<file path="config.mk">
export PLATFORM = sky130hd
export DESIGN_NAME = allowed_partition_split_check
export DESIGN_NICKNAME = d
export VERILOG_FILES = /design/src/hw/rtl/asc_pkg.sv /design/src/hw/rtl/asc_prep.sv /design/src/hw/rtl/asc_cmp.sv /design/src/hw/rtl/asc_decide.sv /design/src/hw/rtl/allowed_partition_split_check.sv
export SDC_FILE = /design/constraint.sdc
export NUM_CORES = 1
export LEC_CHECK = 0
export BUFFER_PORTS_ARGS = -buffer_cell sky130_fd_sc_hd__buf_2
export CORE_ASPECT_RATIO = 0.9
export CORE_UTILIZATION = 45
export CTS_CLUSTER_SIZE = 20
export DETAILED_ROUTE_END_ITERATION = 7
export PLACE_DENSITY = 0.61
export SLEW_MARGIN = 20
export SYNTH_ARGS = -nofsm -noshare
export SYNTH_HDL_FRONTEND = slang
export SYNTH_SLANG_ARGS = --single-unit
</file>
<file path="constraint.sdc">
create_clock -name clk -period 16.8 [get_ports clk]
set_input_delay 3.36 -clock clk [delete_from_list [all_inputs] [get_ports clk]]
set_output_delay 3.36 -clock clk [all_outputs]
set_load 0.05 [all_outputs]
</file>
<file path="src/hw/rtl/asc_pkg.sv">
// Shared types and constants for the allowed partition split check.
// Used by every module under hw/rtl; depends on nothing else.
package asc_pkg;

  localparam int unsigned LOG2_MIN_SIZE = 2;

  // Size thresholds in luma samples, block size width
  localparam logic [7:0] TINY_SIZE    = 8'(1 << LOG2_MIN_SIZE);
  localparam logic [7:0] TINY_SIZE_X2 = 8'(2 << LOG2_MIN_SIZE);
  localparam logic [7:0] SIZE_8       = 8'd8;
  localparam logic [7:0] SIZE_16      = 8'd16;
  localparam logic [7:0] SIZE_64      = 8'd64;

  // Area thresholds, area width
  localparam logic [15:0] AREA_32     = 16'd32;
  localparam logic [15:0] AREA_64     = 16'd64;
  localparam logic [15:0] AREA_64_X2  = 16'(64 * 2);

  // Split codes
  localparam logic [2:0] SPL_NONE = 3'd0;
  localparam logic [2:0] SPL_QUAD = 3'd1;
  localparam logic [2:0] SPL_BTH  = 3'd2;
  localparam logic [2:0] SPL_BTV  = 3'd3;
  localparam logic [2:0] SPL_TTH  = 3'd4;
  localparam logic [2:0] SPL_TTV  = 3'd5;

  localparam logic [1:0] TREE_CHROMA = 2'd2;
  localparam logic [1:0] MODE_INTER  = 2'd1;
  localparam logic [1:0] MODE_INTRA  = 2'd2;

  localparam logic [1:0] TT_MIDDLE_PART = 2'd1;

  // Configuration register indexes
  localparam logic [2:0] CFG_FRAME_WIDTH  = 3'd0;
  localparam logic [2:0] CFG_FRAME_HEIGHT = 3'd1;
  localparam logic [2:0] CFG_INTRA_PIC    = 3'd2;
  localparam logic [2:0] CFG_MTT_DEPTH    = 3'd3;
  localparam logic [2:0] CFG_BT_SIZE      = 3'd4;
  localparam logic [2:0] CFG_TT_SIZE      = 3'd5;
  localparam logic [2:0] CFG_QT_MIN       = 3'd6;

  typedef struct packed {
    logic [13:0] frame_width;
    logic [13:0] frame_height;
    logic        intra_picture;
    logic [11:0] mtt_depth_limits;
    logic [23:0] bt_size_limits;
    logic [23:0] tt_size_limits;
    logic [23:0] qt_min_limits;
  } cfg_t;

  typedef struct packed {
    logic [12:0] block_x;
    logic [12:0] block_y;
    logic [7:0]  block_width;
    logic [7:0]  block_height;
    logic [3:0]  mt_depth;
    logic [3:0]  implicit_depth;
    logic [3:0]  tree_depth;
    logic [2:0]  parent_split;
    logic [1:0]  part_position;
    logic [1:0]  tree_kind;
    logic [1:0]  parent_mode;
  } req_t;

  // After stage 1: limits picked for the slice class, edge tests, area
  typedef struct packed {
    logic [7:0]  w;
    logic [7:0]  h;
    logic [3:0]  depth;
    logic        tdepth_nz;
    logic [2:0]  last;
    logic [1:0]  part;
    logic        chroma;
    logic [1:0]  pmode;
    logic [4:0]  max_btd;
    logic [7:0]  max_bt;
    logic [7:0]  max_tt;
    logic [7:0]  min_qt;
    logic        fits_right;
    logic        fits_below;
    logic [15:0] area;
  } prep_t;

  // After stage 2: every compare the rules need
  typedef struct packed {
    logic chroma;
    logic pm_intra;
    logic pm_inter;
    logic boundary;
    logic imp_bth;
    logic imp_btv;
    logic quad_ctx_off;
    logic tt_mid;
    logic tt_mid_hor;
    logic depth_ok;
    logic w_le_qt;
    logic w_gt_bt;
    logic h_gt_bt;
    logic w_gt_tt;
    logic h_gt_tt;
    logic w_le_min;
    logic h_le_min;
    logic w_le_2min;
    logic h_le_2min;
    logic w_le_8;
    logic w_le_16;
    logic w_gt_64;
    logic h_gt_64;
    logic area_le_64;
    logic area_le_128;
    logic area_eq_32;
    logic area_eq_64;
  } flags_t;

  typedef struct packed {
    logic allow_none;
    logic allow_quad;
    logic allow_bt_hor;
    logic allow_bt_ver;
    logic allow_tt_hor;
    logic allow_tt_ver;
    logic forced_split;
  } result_t;

endpackage

</file>
<file path="src/hw/rtl/asc_prep.sv">
// Stage 1: slice class limit selection, picture edge tests and block area.
// Depends on asc_pkg.
module asc_prep (
  input  logic          clk,
  input  logic          rst_n,
  input  asc_pkg::cfg_t cfg,
  input  logic          up_valid,
  output logic          up_ready,
  input  asc_pkg::req_t up_data,
  output logic          dn_valid,
  input  logic          dn_ready,
  output asc_pkg::prep_t dn_data
);
  import asc_pkg::*;

  logic   vld_r;
  prep_t  data_r;
  prep_t  data_nxt;
  logic   chroma;
  logic [3:0] mtt_sel;
  logic [7:0] bt_sel;
  logic [7:0] tt_sel;
  logic [7:0] qt_sel;
  logic [13:0] right_edge;
  logic [13:0] bottom_edge;

  assign chroma = (up_data.tree_kind == TREE_CHROMA);

  always_comb begin
    priority if (!cfg.intra_picture) begin
      mtt_sel = cfg.mtt_depth_limits[7:4];
      bt_sel  = cfg.bt_size_limits[15:8];
      tt_sel  = cfg.tt_size_limits[15:8];
      qt_sel  = cfg.qt_min_limits[15:8];
    end else if (chroma) begin
      mtt_sel = cfg.mtt_depth_limits[11:8];
      bt_sel  = cfg.bt_size_limits[23:16];
      tt_sel  = cfg.tt_size_limits[23:16];
      qt_sel  = cfg.qt_min_limits[23:16];
    end else begin
      mtt_sel = cfg.mtt_depth_limits[3:0];
      bt_sel  = cfg.bt_size_limits[7:0];
      tt_sel  = cfg.tt_size_limits[7:0];
      qt_sel  = cfg.qt_min_limits[7:0];
    end
  end

  assign right_edge  = {1'b0, up_data.block_x} + {6'd0, up_data.block_width};
  assign bottom_edge = {1'b0, up_data.block_y} + {6'd0, up_data.block_height};

  always_comb begin
    data_nxt.w          = up_data.block_width;
    data_nxt.h          = up_data.block_height;
    data_nxt.depth      = up_data.mt_depth;
    data_nxt.tdepth_nz  = (up_data.tree_depth != 4'd0);
    data_nxt.last       = up_data.parent_split;
    data_nxt.part       = up_data.part_position;
    data_nxt.chroma     = chroma;
    data_nxt.pmode      = up_data.parent_mode;
    data_nxt.max_btd    = {1'b0, mtt_sel} + {1'b0, up_data.implicit_depth};
    data_nxt.max_bt     = bt_sel;
    data_nxt.max_tt     = tt_sel;
    data_nxt.min_qt     = qt_sel;
    data_nxt.fits_right = (cfg.frame_width >= right_edge);
    data_nxt.fits_below = (cfg.frame_height >= bottom_edge);
    data_nxt.area       = {8'd0, up_data.block_width} * {8'd0, up_data.block_height};
  end

  assign up_ready = !vld_r || dn_ready;

  always_ff @(posedge clk) begin
    if (!rst_n) begin
      vld_r <= 1'b0;
    end else if (up_ready) begin
      vld_r <= up_valid;
    end
  end

  always_ff @(posedge clk) begin
    if (up_ready && up_valid) begin
      data_r <= data_nxt;
    end
  end

  assign dn_valid = vld_r;
  assign dn_data  = data_r;

endmodule

</file>
<file path="src/hw/rtl/asc_cmp.sv">
// Stage 2: size, area and depth compares plus the implied boundary split.
// Depends on asc_pkg.
module asc_cmp (
  input  logic           clk,
  input  logic           rst_n,
  input  logic           up_valid,
  output logic           up_ready,
  input  asc_pkg::prep_t up_data,
  output logic           dn_valid,
  input  logic           dn_ready,
  output asc_pkg::flags_t dn_data
);
  import asc_pkg::*;

  logic   vld_r;
  flags_t data_r;
  flags_t data_nxt;
  logic   btd_nz;

  assign btd_nz = (up_data.max_btd != 5'd0);

  always_comb begin
    data_nxt.chroma       = up_data.chroma;
    data_nxt.pm_intra     = (up_data.pmode == MODE_INTRA);
    data_nxt.pm_inter     = (up_data.pmode == MODE_INTER);
    data_nxt.boundary     = !(up_data.fits_right && up_data.fits_below);
    // implied direction only matters on a boundary block
    data_nxt.imp_bth      = up_data.fits_right && btd_nz;
    data_nxt.imp_btv      = !up_data.fits_right && up_data.fits_below && btd_nz;
    data_nxt.quad_ctx_off = up_data.tdepth_nz && (up_data.last != SPL_QUAD);
    data_nxt.tt_mid       = ((up_data.last == SPL_TTH) || (up_data.last == SPL_TTV))
                            && (up_data.part == TT_MIDDLE_PART);
    data_nxt.tt_mid_hor   = (up_data.last == SPL_TTH);
    data_nxt.depth_ok     = ({1'b0, up_data.depth} < up_data.max_btd);
    data_nxt.w_le_qt      = (up_data.w <= up_data.min_qt);
    data_nxt.w_gt_bt      = (up_data.w > up_data.max_bt);
    data_nxt.h_gt_bt      = (up_data.h > up_data.max_bt);
    data_nxt.w_gt_tt      = (up_data.w > up_data.max_tt);
    data_nxt.h_gt_tt      = (up_data.h > up_data.max_tt);
    data_nxt.w_le_min     = (up_data.w <= TINY_SIZE);
    data_nxt.h_le_min     = (up_data.h <= TINY_SIZE);
    data_nxt.w_le_2min    = (up_data.w <= TINY_SIZE_X2);
    data_nxt.h_le_2min    = (up_data.h <= TINY_SIZE_X2);
    data_nxt.w_le_8       = (up_data.w <= SIZE_8);
    data_nxt.w_le_16      = (up_data.w <= SIZE_16);
    data_nxt.w_gt_64      = (up_data.w > SIZE_64);
    data_nxt.h_gt_64      = (up_data.h > SIZE_64);
    data_nxt.area_le_64   = (up_data.area <= AREA_64);
    data_nxt.area_le_128  = (up_data.area <= AREA_64_X2);
    data_nxt.area_eq_32   = (up_data.area == AREA_32);
    data_nxt.area_eq_64   = (up_data.area == AREA_64);
  end

  assign up_ready = !vld_r || dn_ready;

  always_ff @(posedge clk) begin
    if (!rst_n) begin
      vld_r <= 1'b0;
    end else if (up_ready) begin
      vld_r <= up_valid;
    end
  end

  always_ff @(posedge clk) begin
    if (up_ready && up_valid) begin
      data_r <= data_nxt;
    end
  end

  assign dn_valid = vld_r;
  assign dn_data  = data_r;

endmodule

</file>
<file path="src/hw/rtl/asc_decide.sv">
// Stage 3: combines the compare flags into the split permissions; output register.
// Depends on asc_pkg.
module asc_decide (
  input  logic            clk,
  input  logic            rst_n,
  input  logic            up_valid,
  output logic            up_ready,
  input  asc_pkg::flags_t up_data,
  output logic            dn_valid,
  input  logic            dn_ready,
  output asc_pkg::result_t dn_data
);
  import asc_pkg::*;

  logic    vld_r;
  result_t data_r;
  result_t data_nxt;
  flags_t  f;
  logic    quad_ok;
  logic    bnd_bth;
  logic    bnd_btv;
  logic    can_btt;
  logic    bt_big;
  logic    tt_big;

  assign f = up_data;

  assign quad_ok = !f.quad_ctx_off && !f.w_le_qt && !(f.chroma && f.w_le_8);
  assign bnd_bth = f.imp_bth && !f.h_gt_bt;
  assign bnd_btv = f.imp_btv && !f.w_gt_bt && !(f.chroma && f.w_le_8);
  assign bt_big  = f.w_gt_bt || f.h_gt_bt;
  assign tt_big  = f.w_gt_tt || f.h_gt_tt;
  assign can_btt = f.depth_ok && !(f.w_le_min && f.h_le_min) && !(bt_big && tt_big);

  always_comb begin
    data_nxt = '0;
    priority if (f.chroma && f.pm_intra) begin
      data_nxt.allow_none   = 1'b1;
      data_nxt.forced_split = f.boundary;
    end else if (f.boundary) begin
      data_nxt.allow_bt_hor = bnd_bth;
      data_nxt.allow_bt_ver = bnd_btv;
      // quad stays open when nothing else is left
      data_nxt.allow_quad   = quad_ok || !(bnd_bth || bnd_btv);
      data_nxt.forced_split = 1'b1;
    end else begin
      data_nxt.allow_none = 1'b1;
      data_nxt.allow_quad = quad_ok;
      if (can_btt) begin
        // middle part of a ternary split: no binary split parallel to it
        data_nxt.allow_bt_hor = !(f.tt_mid && f.tt_mid_hor) && !bt_big && !f.h_le_min
                                && !(f.w_gt_64 && !f.h_gt_64)
                                && !(f.chroma && f.area_le_64)
                                && !(f.pm_inter && f.area_eq_32);
        data_nxt.allow_bt_ver = !(f.tt_mid && !f.tt_mid_hor) && !bt_big && !f.w_le_min
                                && !(!f.w_gt_64 && f.h_gt_64)
                                && !(f.chroma && (f.area_le_64 || f.w_le_8))
                                && !(f.pm_inter && f.area_eq_32);
        data_nxt.allow_tt_hor = !f.h_le_2min && !tt_big && !f.w_gt_64 && !f.h_gt_64
                                && !(f.chroma && f.area_le_128)
                                && !(f.pm_inter && f.area_eq_64);
        data_nxt.allow_tt_ver = !f.w_le_2min && !tt_big && !f.w_gt_64 && !f.h_gt_64
                                && !(f.chroma && (f.area_le_128 || f.w_le_16))
                                && !(f.pm_inter && f.area_eq_64);
      end
    end
  end

  assign up_ready = !vld_r || dn_ready;

  always_ff @(posedge clk) begin
    if (!rst_n) begin
      vld_r <= 1'b0;
    end else if (up_ready) begin
      vld_r <= up_valid;
    end
  end

  always_ff @(posedge clk) begin
    if (up_ready && up_valid) begin
      data_r <= data_nxt;
    end
  end

  assign dn_valid = vld_r;
  assign dn_data  = data_r;

endmodule

</file>
<file path="src/hw/rtl/allowed_partition_split_check.sv">
// Top level of the allowed partition split check: config registers and three stages.
// Depends on asc_pkg, asc_prep, asc_cmp and asc_decide.
//
//   port group  dir  handshake         word
//   in_*        in   in_valid/ready    block position, size, depths, split context
//   out_*       out  out_valid/ready   six split permissions and forced split
//   cfg_*       in   cfg_we            register index and data, no read-back
//
// Three register stages: a taken word passes through the prep, compare and
// decide stage registers in that order before out_valid rises; one word per
// cycle is taken and delivered while out_ready is high. Each stage register
// moves when it is empty or the next stage takes its word, so a stall on
// out_ready backs up through the stages without loss. Synchronous reset
// clears the valid bits and loads the configuration defaults.
module allowed_partition_split_check (
  input  logic        clk,
  input  logic        rst_n,
  input  logic        cfg_we,
  input  logic [2:0]  cfg_index,
  input  logic [23:0] cfg_data,
  input  logic        in_valid,
  output logic        in_ready,
  input  logic [12:0] in_block_x,
  input  logic [12:0] in_block_y,
  input  logic [7:0]  in_block_width,
  input  logic [7:0]  in_block_height,
  input  logic [3:0]  in_mt_depth,
  input  logic [3:0]  in_implicit_depth,
  input  logic [3:0]  in_tree_depth,
  input  logic [2:0]  in_parent_split,
  input  logic [1:0]  in_part_position,
  input  logic [1:0]  in_tree_kind,
  input  logic [1:0]  in_parent_mode,
  output logic        out_valid,
  input  logic        out_ready,
  output logic        out_allow_none,
  output logic        out_allow_quad,
  output logic        out_allow_bt_hor,
  output logic        out_allow_bt_ver,
  output logic        out_allow_tt_hor,
  output logic        out_allow_tt_ver,
  output logic        out_forced_split
);
  import asc_pkg::*;

  cfg_t    cfg_r;
  req_t    req;
  prep_t   s1_data;
  flags_t  s2_data;
  result_t res;
  logic    s1_valid;
  logic    s1_ready;
  logic    s2_valid;
  logic    s2_ready;

  always_ff @(posedge clk) begin
    if (!rst_n) begin
      cfg_r.frame_width      <= 14'd1920;
      cfg_r.frame_height     <= 14'd1080;
      cfg_r.intra_picture    <= 1'b1;
      cfg_r.mtt_depth_limits <= 12'd819;
      cfg_r.bt_size_limits   <= 24'd4210752;
      cfg_r.tt_size_limits   <= 24'd4210752;
      cfg_r.qt_min_limits    <= 24'd526344;
    end else if (cfg_we) begin
      unique case (cfg_index)
        CFG_FRAME_WIDTH:  cfg_r.frame_width      <= cfg_data[13:0];
        CFG_FRAME_HEIGHT: cfg_r.frame_height     <= cfg_data[13:0];
        CFG_INTRA_PIC:    cfg_r.intra_picture    <= cfg_data[0];
        CFG_MTT_DEPTH:    cfg_r.mtt_depth_limits <= cfg_data[11:0];
        CFG_BT_SIZE:      cfg_r.bt_size_limits   <= cfg_data;
        CFG_TT_SIZE:      cfg_r.tt_size_limits   <= cfg_data;
        CFG_QT_MIN:       cfg_r.qt_min_limits    <= cfg_data;
        default: begin
        end
      endcase
    end
  end

  always_comb begin
    req.block_x        = in_block_x;
    req.block_y        = in_block_y;
    req.block_width    = in_block_width;
    req.block_height   = in_block_height;
    req.mt_depth       = in_mt_depth;
    req.implicit_depth = in_implicit_depth;
    req.tree_depth     = in_tree_depth;
    req.parent_split   = in_parent_split;
    req.part_position  = in_part_position;
    req.tree_kind      = in_tree_kind;
    req.parent_mode    = in_parent_mode;
  end

  asc_prep u_prep (
    .clk      (clk),
    .rst_n    (rst_n),
    .cfg      (cfg_r),
    .up_valid (in_valid),
    .up_ready (in_ready),
    .up_data  (req),
    .dn_valid (s1_valid),
    .dn_ready (s1_ready),
    .dn_data  (s1_data)
  );

  asc_cmp u_cmp (
    .clk      (clk),
    .rst_n    (rst_n),
    .up_valid (s1_valid),
    .up_ready (s1_ready),
    .up_data  (s1_data),
    .dn_valid (s2_valid),
    .dn_ready (s2_ready),
    .dn_data  (s2_data)
  );

  asc_decide u_decide (
    .clk      (clk),
    .rst_n    (rst_n),
    .up_valid (s2_valid),
    .up_ready (s2_ready),
    .up_data  (s2_data),
    .dn_valid (out_valid),
    .dn_ready (out_ready),
    .dn_data  (res)
  );

  assign out_allow_none   = res.allow_none;
  assign out_allow_quad   = res.allow_quad;
  assign out_allow_bt_hor = res.allow_bt_hor;
  assign out_allow_bt_ver = res.allow_bt_ver;
  assign out_allow_tt_hor = res.allow_tt_hor;
  assign out_allow_tt_ver = res.allow_tt_ver;
  assign out_forced_split = res.forced_split;

endmodule
</file>
==> results of run 1 <==
[cell type report]
cell class / count / share of cell area
multi-input cells: 979 / 0.477
flip-flops and latches: 225 / 0.379
clock buffers: 35 / 0.0464
repair buffers: 110 / 0.0387
well taps: 360 / 0.0305
inverters: 94 / 0.0239
clock inverters: 11 / 0.00466
[synth_stat cells, types with 3 or more instances]
| cell type | number |
|---|---|
| o21ai_0 | 19 |
| nand2b_1 | 15 |
| xor2_1 | 17 |
| a21o_1 | 25 |
| dfxtp_1 | 116 |
| and3_1 | 8 |
| a31oi_1 | 6 |
| or3_1 | 3 |
| nand3_1 | 33 |
| inv_1 | 92 |
| o21ai_1 | 6 |
| nor2b_1 | 22 |
| nor4_1 | 3 |
| edfxtp_1 | 109 |
| nand2_1 | 262 |
| o22a_1 | 3 |
| a21boi_1 | 90 |
| nor2_1 | 49 |
| a21oi_1 | 67 |
| and2_1 | 48 |
| clkbuf_1 | 36 |
| nor3_1 | 6 |
| a2111oi_0 | 3 |
| xnor2_1 | 16 |
| buf_2 | 4 |
| a211oi_1 | 5 |
| fa_1 | 39 |
| or4_1 | 6 |
| and4_1 | 4 |
| nand4_1 | 13 |
| ha_1 | 127 |
| o21a_1 | 13 |
| mux2i_1 | 29 |
| or2_1 | 3 |
[layer usage]
| layer | share of wire | vias to the layer above |
|---|---|---|
| met5 | 0 | - |
| met3 | 0.039 | 56 |
| met2 | 0.45 | 212 |
| met1 | 0.49 | 4666 |
| met4 | 0.026 | 0 |
| li1 | - | 4843 |
[placed cells by master, fill, tap and decap left out, types with 39 or more instances in the layout]
master / synthesis / layout
fa_1: 39 / 39
nand2_1: 262 / 262
inv_1: 92 / 92
ha_1: 127 / 127
a21boi_1: 90 / 90
nor2_1: 49 / 49
edfxtp_1: 109 / 109
a21oi_1: 67 / 67
and2_1: 48 / 48
buf_2: 4 / 103
dfxtp_1: 116 / 115
[flip-flops by register name, summed over array words and instances (netlist names)]
signal / flops
u_decide.dn_valid: 1
u_prep.dn_valid: 1
u_cmp.dn_valid: 1
cfg_r: 113
u_prep.dn_data: 76
u_decide.dn_data: 7
u_cmp.dn_data: 26
[logic make-up after synthesis]
kind of cell	share of synthesized area
compound gates	0.138
xor+xnor	0.0220
fa+ha+maj	0.181
buf+inv	0.0390
flops	0.427
mux	0.0221
simple gates	0.172
[worst min path at each step]
stage / start / to / slack (ns) / cells after the start
6_report: u_prep.dn_data[49] / u_cmp.dn_data[26] / 0.43 / 0
5_1_grt: u_prep.dn_data[49] / u_cmp.dn_data[26] / 0.43 / 0
4_1_cts: u_prep.dn_data[49] / u_cmp.dn_data[26] / 0.43 / 0
3_5_place_dp: u_prep.dn_data[49] / u_cmp.dn_data[26] / 0.42 / 0
3_3_place_gp: u_prep.dn_data[49] / u_cmp.dn_data[26] / 0.40 / 0
2_1_floorplan: u_prep.dn_data[49] / u_cmp.dn_data[26] / 0.40 / 0
[per-stage QoR]
stage	util	setup slack [ns]	std cells
detailed placement	0.495	8.99	1768
global route	0.522	8.87	1814
finish	0.522	9.00	1814
global placement	0.495	9.00	1768
CTS	0.521	8.98	1814
floorplan	-	8.96	1339
[where the power goes]
part / switching, mW / internal, mW
sequential: 0.0222 / 0.626
clock: 0.220 / 0.286
combinational: 0.196 / 0.151
==> run summary, run 1 <==
Outcome: finished clean
Maximum clock insertion buffer count: 3
Critical Path Fanout Max: 6
Ys Warns: 0
Synth area leader: edfxtp_1
Num ports: 104
Largest net degree at the start of global routing: 117
Die ar.: 29800 µm²
Met2 Track Usage GR: 0.339
Placed Instance Area: 14000 µm²
Met1 Use GR: 0.310
First-pass GRT wire length: 50000 µm
Unrepaired setup endpoints after global routing: no
Vias/cell: 5.39
Buf/Inv on CP: 2
Vias: 9777
Worst skew pair latency: 0.52 ns
DIE WIDTH: 182 µm
Share of cells above drive strength 1: 0.109
Post-detail-place hpwl: 23100 µm
Chip Height: 164 µm
Crit path to: in_ready
Period utilisation layout: 0.464
Area grow syn2layout: 12.6%
Post-Route WL: 31700 µm
PD cells: 102 nW/µm²
Skew final: 0.00770 ns
Critical path origin: out_ready
Syn_nets: 1600
Final routed DRC violation total: 0
#FFs+latches synth: 225
Placer Congestion: 0.845
Startpoint Class: input pin
Synth top area cells: edfxtp_1 25%, dfxtp_1 18%, ha_1 12%, nand2_1 7.5%, fa_1 6.0%
Slew @ Worst Pin: 1.10 ns
DR pass1 iterations: 5
R2R depth: 6
Core footprint: 28300 µm²
Synth top area share: 0.250
Worst hold slack: 0.430 ns
Hold Crit Class: reg2reg
CP max stage delay: 0.47 ns
Gates resized, CTS repair: 0
CTS buffer count: 25
VDD IR max: 0.0661 mV
Final setup vio count: 0
Nets: 1696
Core Rows: 58
Final total power: 1.50 mW
Vias in the first global route: 9224
Worst-path cell with the longest stage delay: nor2b_1
Final Max Tran Viols: 0
FF/Latch Area: 5600 µm²
Delay-heaviest family, CP: simple AND/OR/NAND/NOR gates
H-tree levels: 1
EDFF count, synth: 109
Initial antenna violation count: 0
Initial core utilization: 0.463
Setup CP Type: in2out
Final Hold Fails: 0
Fmax: 0.128 GHz
Max capacitance violation total: 0
Worst Path Arrival: 4.44 ns
Critical path depth: 4
Required @ worst endpoint: 13.44 ns
# hold bufs at CTS: 0
Most frequent CP cell: buf_2
Max_slew headroom: 0.263
Mapped Area: 13100 µm²
Final Critical Period: 7.80 ns
CTS root buf: clkbuf_16
Post-synthesis sequential area ratio: 0.427
Congestion Overflow GR: 0
Synthesized instance count: 1339
GRT Total Usage: 0.215
Distinct cells, synth: 67
CTS tree: built
Remaining antenna violation count: 0
Post-CTS Setup Inserts: 0
Routed len/inst: 17.5 µm
Filler cells: 2651
Fraction of registers with async set/reset: 0
Final Cell Area: 14800 µm²
CP cell instances: buf_2 > nor2b_1 > nand3_1 > buf_2
1st-iter DRT viols: 699
Reg-to-reg startpoint: cfg_r[84]
Setup TNS: 0 ns
Antenna diodes: 0
Worst reg2reg setup slack: 14.32 ns
Clock Sinks: 225
Worst setup EP type: output pin
Met3 Use GR: 0.0224
Port buffer count: 103
Leak: 6.31 nW
Clock-pin slew on the worst setup and hold paths: 0.06 ns
GR peak layer: met2
Main synth FF type: dfxtp_1
Multi-input gate area: 7040 µm²
Syn_area_per_cell: 9.79 µm²
R2r endpoint: u_prep.dn_data[45]
Power figures use the tool's default switching activity.
==> run 2: changes to the inputs <==
--- a/config.mk
+++ b/config.mk
@@ -10,7 +10,7 @@
 export CORE_UTILIZATION = 45
 export CTS_CLUSTER_SIZE = 20
 export DETAILED_ROUTE_END_ITERATION = 7
-export PLACE_DENSITY = 0.61
+export PLACE_DENSITY = 0.63
 export SLEW_MARGIN = 20
 export SYNTH_ARGS = -nofsm -noshare
 export SYNTH_HDL_FRONTEND = slang
==> constraint.sdc (replaced) <==
create_clock -name clk -period 6.6 [get_ports clk]
set_input_delay 1.32 -clock clk [delete_from_list [all_inputs] [get_ports clk]]
set_output_delay 1.32 -clock clk [all_outputs]
set_load 0.05 [all_outputs]
==> run 2 against run 1 <==
  * Sequential share of layout area fell by 0.20 points
  * Critical path depth rose by 10
  * Clock power rose to 2.7 times the previous value
  * Hold slack improved by 0.017 ns
  * Die area did not move
  * First-iteration DRC count fell by 1.4%
  * Register-to-register slack got worse by 10 ns
  * Sequential cell count did not move
  * Global-route usage rose by 0.26 points
  * Combinational power rose to 2.5 times the previous value
  * Utilization rose by 0.28 points
  * Sequential power rose to 2.5 times the previous value
  * Critical path type is now in2reg
  * Critical endpoint is now u_prep.dn_data[15]
  * Largest cell class unchanged
==> run summary, run 2 (synthesis results as in run 1) <==
Outcome: finished clean
Final Critical Period: 5.14 ns
VDD IR max: 0.217 mV (+230%)
CTS root buf: clkbuf_16
Die ar.: 29800 µm² (unchanged)
PD cells: 264 nW/µm² (+160%)
Period utilisation layout: 0.778
Setup CP Type: in2reg
Chip Height: 164 µm (unchanged)
Skew final: 0.0119 ns (+0.00418 ns)
Congestion Overflow GR: 0 (unchanged)
Port buffer count: 103 (unchanged)
Final setup vio count: 0 (unchanged)
Clock-pin slew on the worst setup and hold paths: 0.06 ns (about the same)
Num ports: 104 (unchanged)
Maximum clock insertion buffer count: 3 (unchanged)
Place WS: 0.925 ns (-8.07 ns)
Placer Congestion: 0.835 (-1.2%)
Vias in the first global route: 9190 (-0.37%)
CP max stage delay: 0.55 ns (+0.08 ns)
Initial antenna violation count: 0 (unchanged)
Required @ worst endpoint: 6.87 ns (-6.57 ns)
Commonest non-fill, non-tap cell in the layout: nand2_1
Share of cells above drive strength 1: 0.114 (+0.00550)
Commonest non-fill, non-tap cells in the layout: 262 x nand2_1, 127 x ha_1, 115 x dfxtp_1
CTS tree: built
Worst hold slack: 0.447 ns (+0.0171 ns)
Vias/cell: 5.38 (-0.15%)
Core Rows: 58 (unchanged)
Largest Register: cfg_r
Remaining antenna violation count: 0 (unchanged)
CTS buffer count: 25 (unchanged)
DR pass1 iterations: 4 (-1)
Worst setup EP type: flip-flop
Delay-heaviest family, CP: adder cells
Setup TNS: 0 ns (unchanged)
Placed Instance Area: 14000 µm² (unchanged)
Number of flip-flops in the largest register: 113 (unchanged)
Largest net degree at the start of global routing: 117 (unchanged)
Clock Sinks: 225 (unchanged)
Post-detail-place hpwl: 23300 µm (+0.76%)
Gates resized, CTS repair: 0 (unchanged)
Final Hold Fails: 0 (unchanged)
Antenna diodes: 0 (unchanged)
Post-Route WL: 31900 µm (+0.51%)
Buf/Inv on CP: 3 (+1)
Filler cells: 2600 (-1.9%)
Startpoint Class: input pin
Hold Crit Class: reg2reg
CP cell instances: buf_2 > and2_1 > fa_1 > fa_1 > fa_1 > inv_1 > fa_1 > inv_1 > ha_1 > a21o_1 > a221oi_2 > a21bo_1 > o41a_1 > xnor2_1
Area grow syn2layout: 13.2%
Worst-path cell with the longest stage delay: fa_1
Nets: 1697 (+0.059%)
First-pass GRT wire length: 50700 µm (+1.4%)
Worst Path Arrival: 5.40 ns (+0.96 ns)
GRT Total Usage: 0.217 (+0.00256)
Final Max Tran Viols: 0 (unchanged)
1st-iter DRT viols: 689 (-1.4%)
Core footprint: 28300 µm² (unchanged)
Worst skew pair latency: 0.52 ns (about the same)
H-tree levels: 1 (unchanged)
Vias: 9762 (-0.15%)
Final routed DRC violation total: 0 (unchanged)
Initial core utilization: 0.463 (unchanged)
Final Cell Area: 14800 µm² (+0.54%)
Worst Setup Slack, final: 1.46 ns (-7.54 ns)
Most frequent CP cell: fa_1
Leak: 6.36 nW (+0.76%)
# hold bufs at CTS: 0 (unchanged)
Max capacitance violation total: 0 (unchanged)
Max_slew headroom: 0.277 (+0.0139)
Critical Path Fanout Max: 10 (+4)
Fmax: 0.195 GHz
Post-CTS Setup Inserts: 0 (unchanged)
DIE WIDTH: 182 µm (unchanged)
Unrepaired setup endpoints after global routing: no
Routed len/inst: 17.6 µm (+0.51%)
Slew @ Worst Pin: 1.08 ns (-0.0168 ns)
[run 2: path summary, 6_finish.rpt]
kind                                          from                 end  slack [ns]  depth (start not counted)
worst max-delay path            in_block_height[7]  u_prep.dn_data[15]        1.46                         14
worst min-delay path            u_prep.dn_data[49]   u_cmp.dn_data[26]        0.45                          0
worst max register to register           cfg_r[84]  u_prep.dn_data[46]        4.14                          5
worst min register to register  u_prep.dn_data[49]   u_cmp.dn_data[26]        0.45                          0
[run 2: power breakdown]
part / switching, mW / leakage [nW] / internal [mW]
clock network: 0.574 / 0.395 / 0.809
logic: 0.495 / 3.98 / 0.386
registers: 0.0605 / 1.99 / 1.59
total: 1.13 / 6.36 / 2.79
[run 2: layer usage]
metal  track usage  vias up  wire length, µm
met1         0.312     4678            15600
met2         0.349      201            14400
met3        0.0266       47             1200
met5             0        -                0
met4        0.0527        0              716
li1              -     4836                -
[run 2: worst register-to-register path: stages (launching register included)]
cell	delay, ns
dfxtp_4	0.75
a21oi_1	0.37
ha_1	0.32
fa_1	0.41
a21o_1	0.18
a21o_1	0.17
[run 2: area by class of cell]
class	instances	area (µm²)	area share
sequential	225	5600	0.377
timing repair buffer	111	596	0.0401
inverter	94	353	0.0238
clock buffer	32	682	0.0459
clock inverter	13	128	0.00860
tap	360	450	0.0303
multi-input combinational	979	7040	0.474
[run 2: metrics by stage]
step,power (mW),std cells,util
floorplan,2.31,1339,-
detailed placement,2.56,1768,0.495
CTS,3.95,1813,0.523
finish,3.92,1814,0.525
global placement,2.54,1768,0.495
global route,4.13,1814,0.525
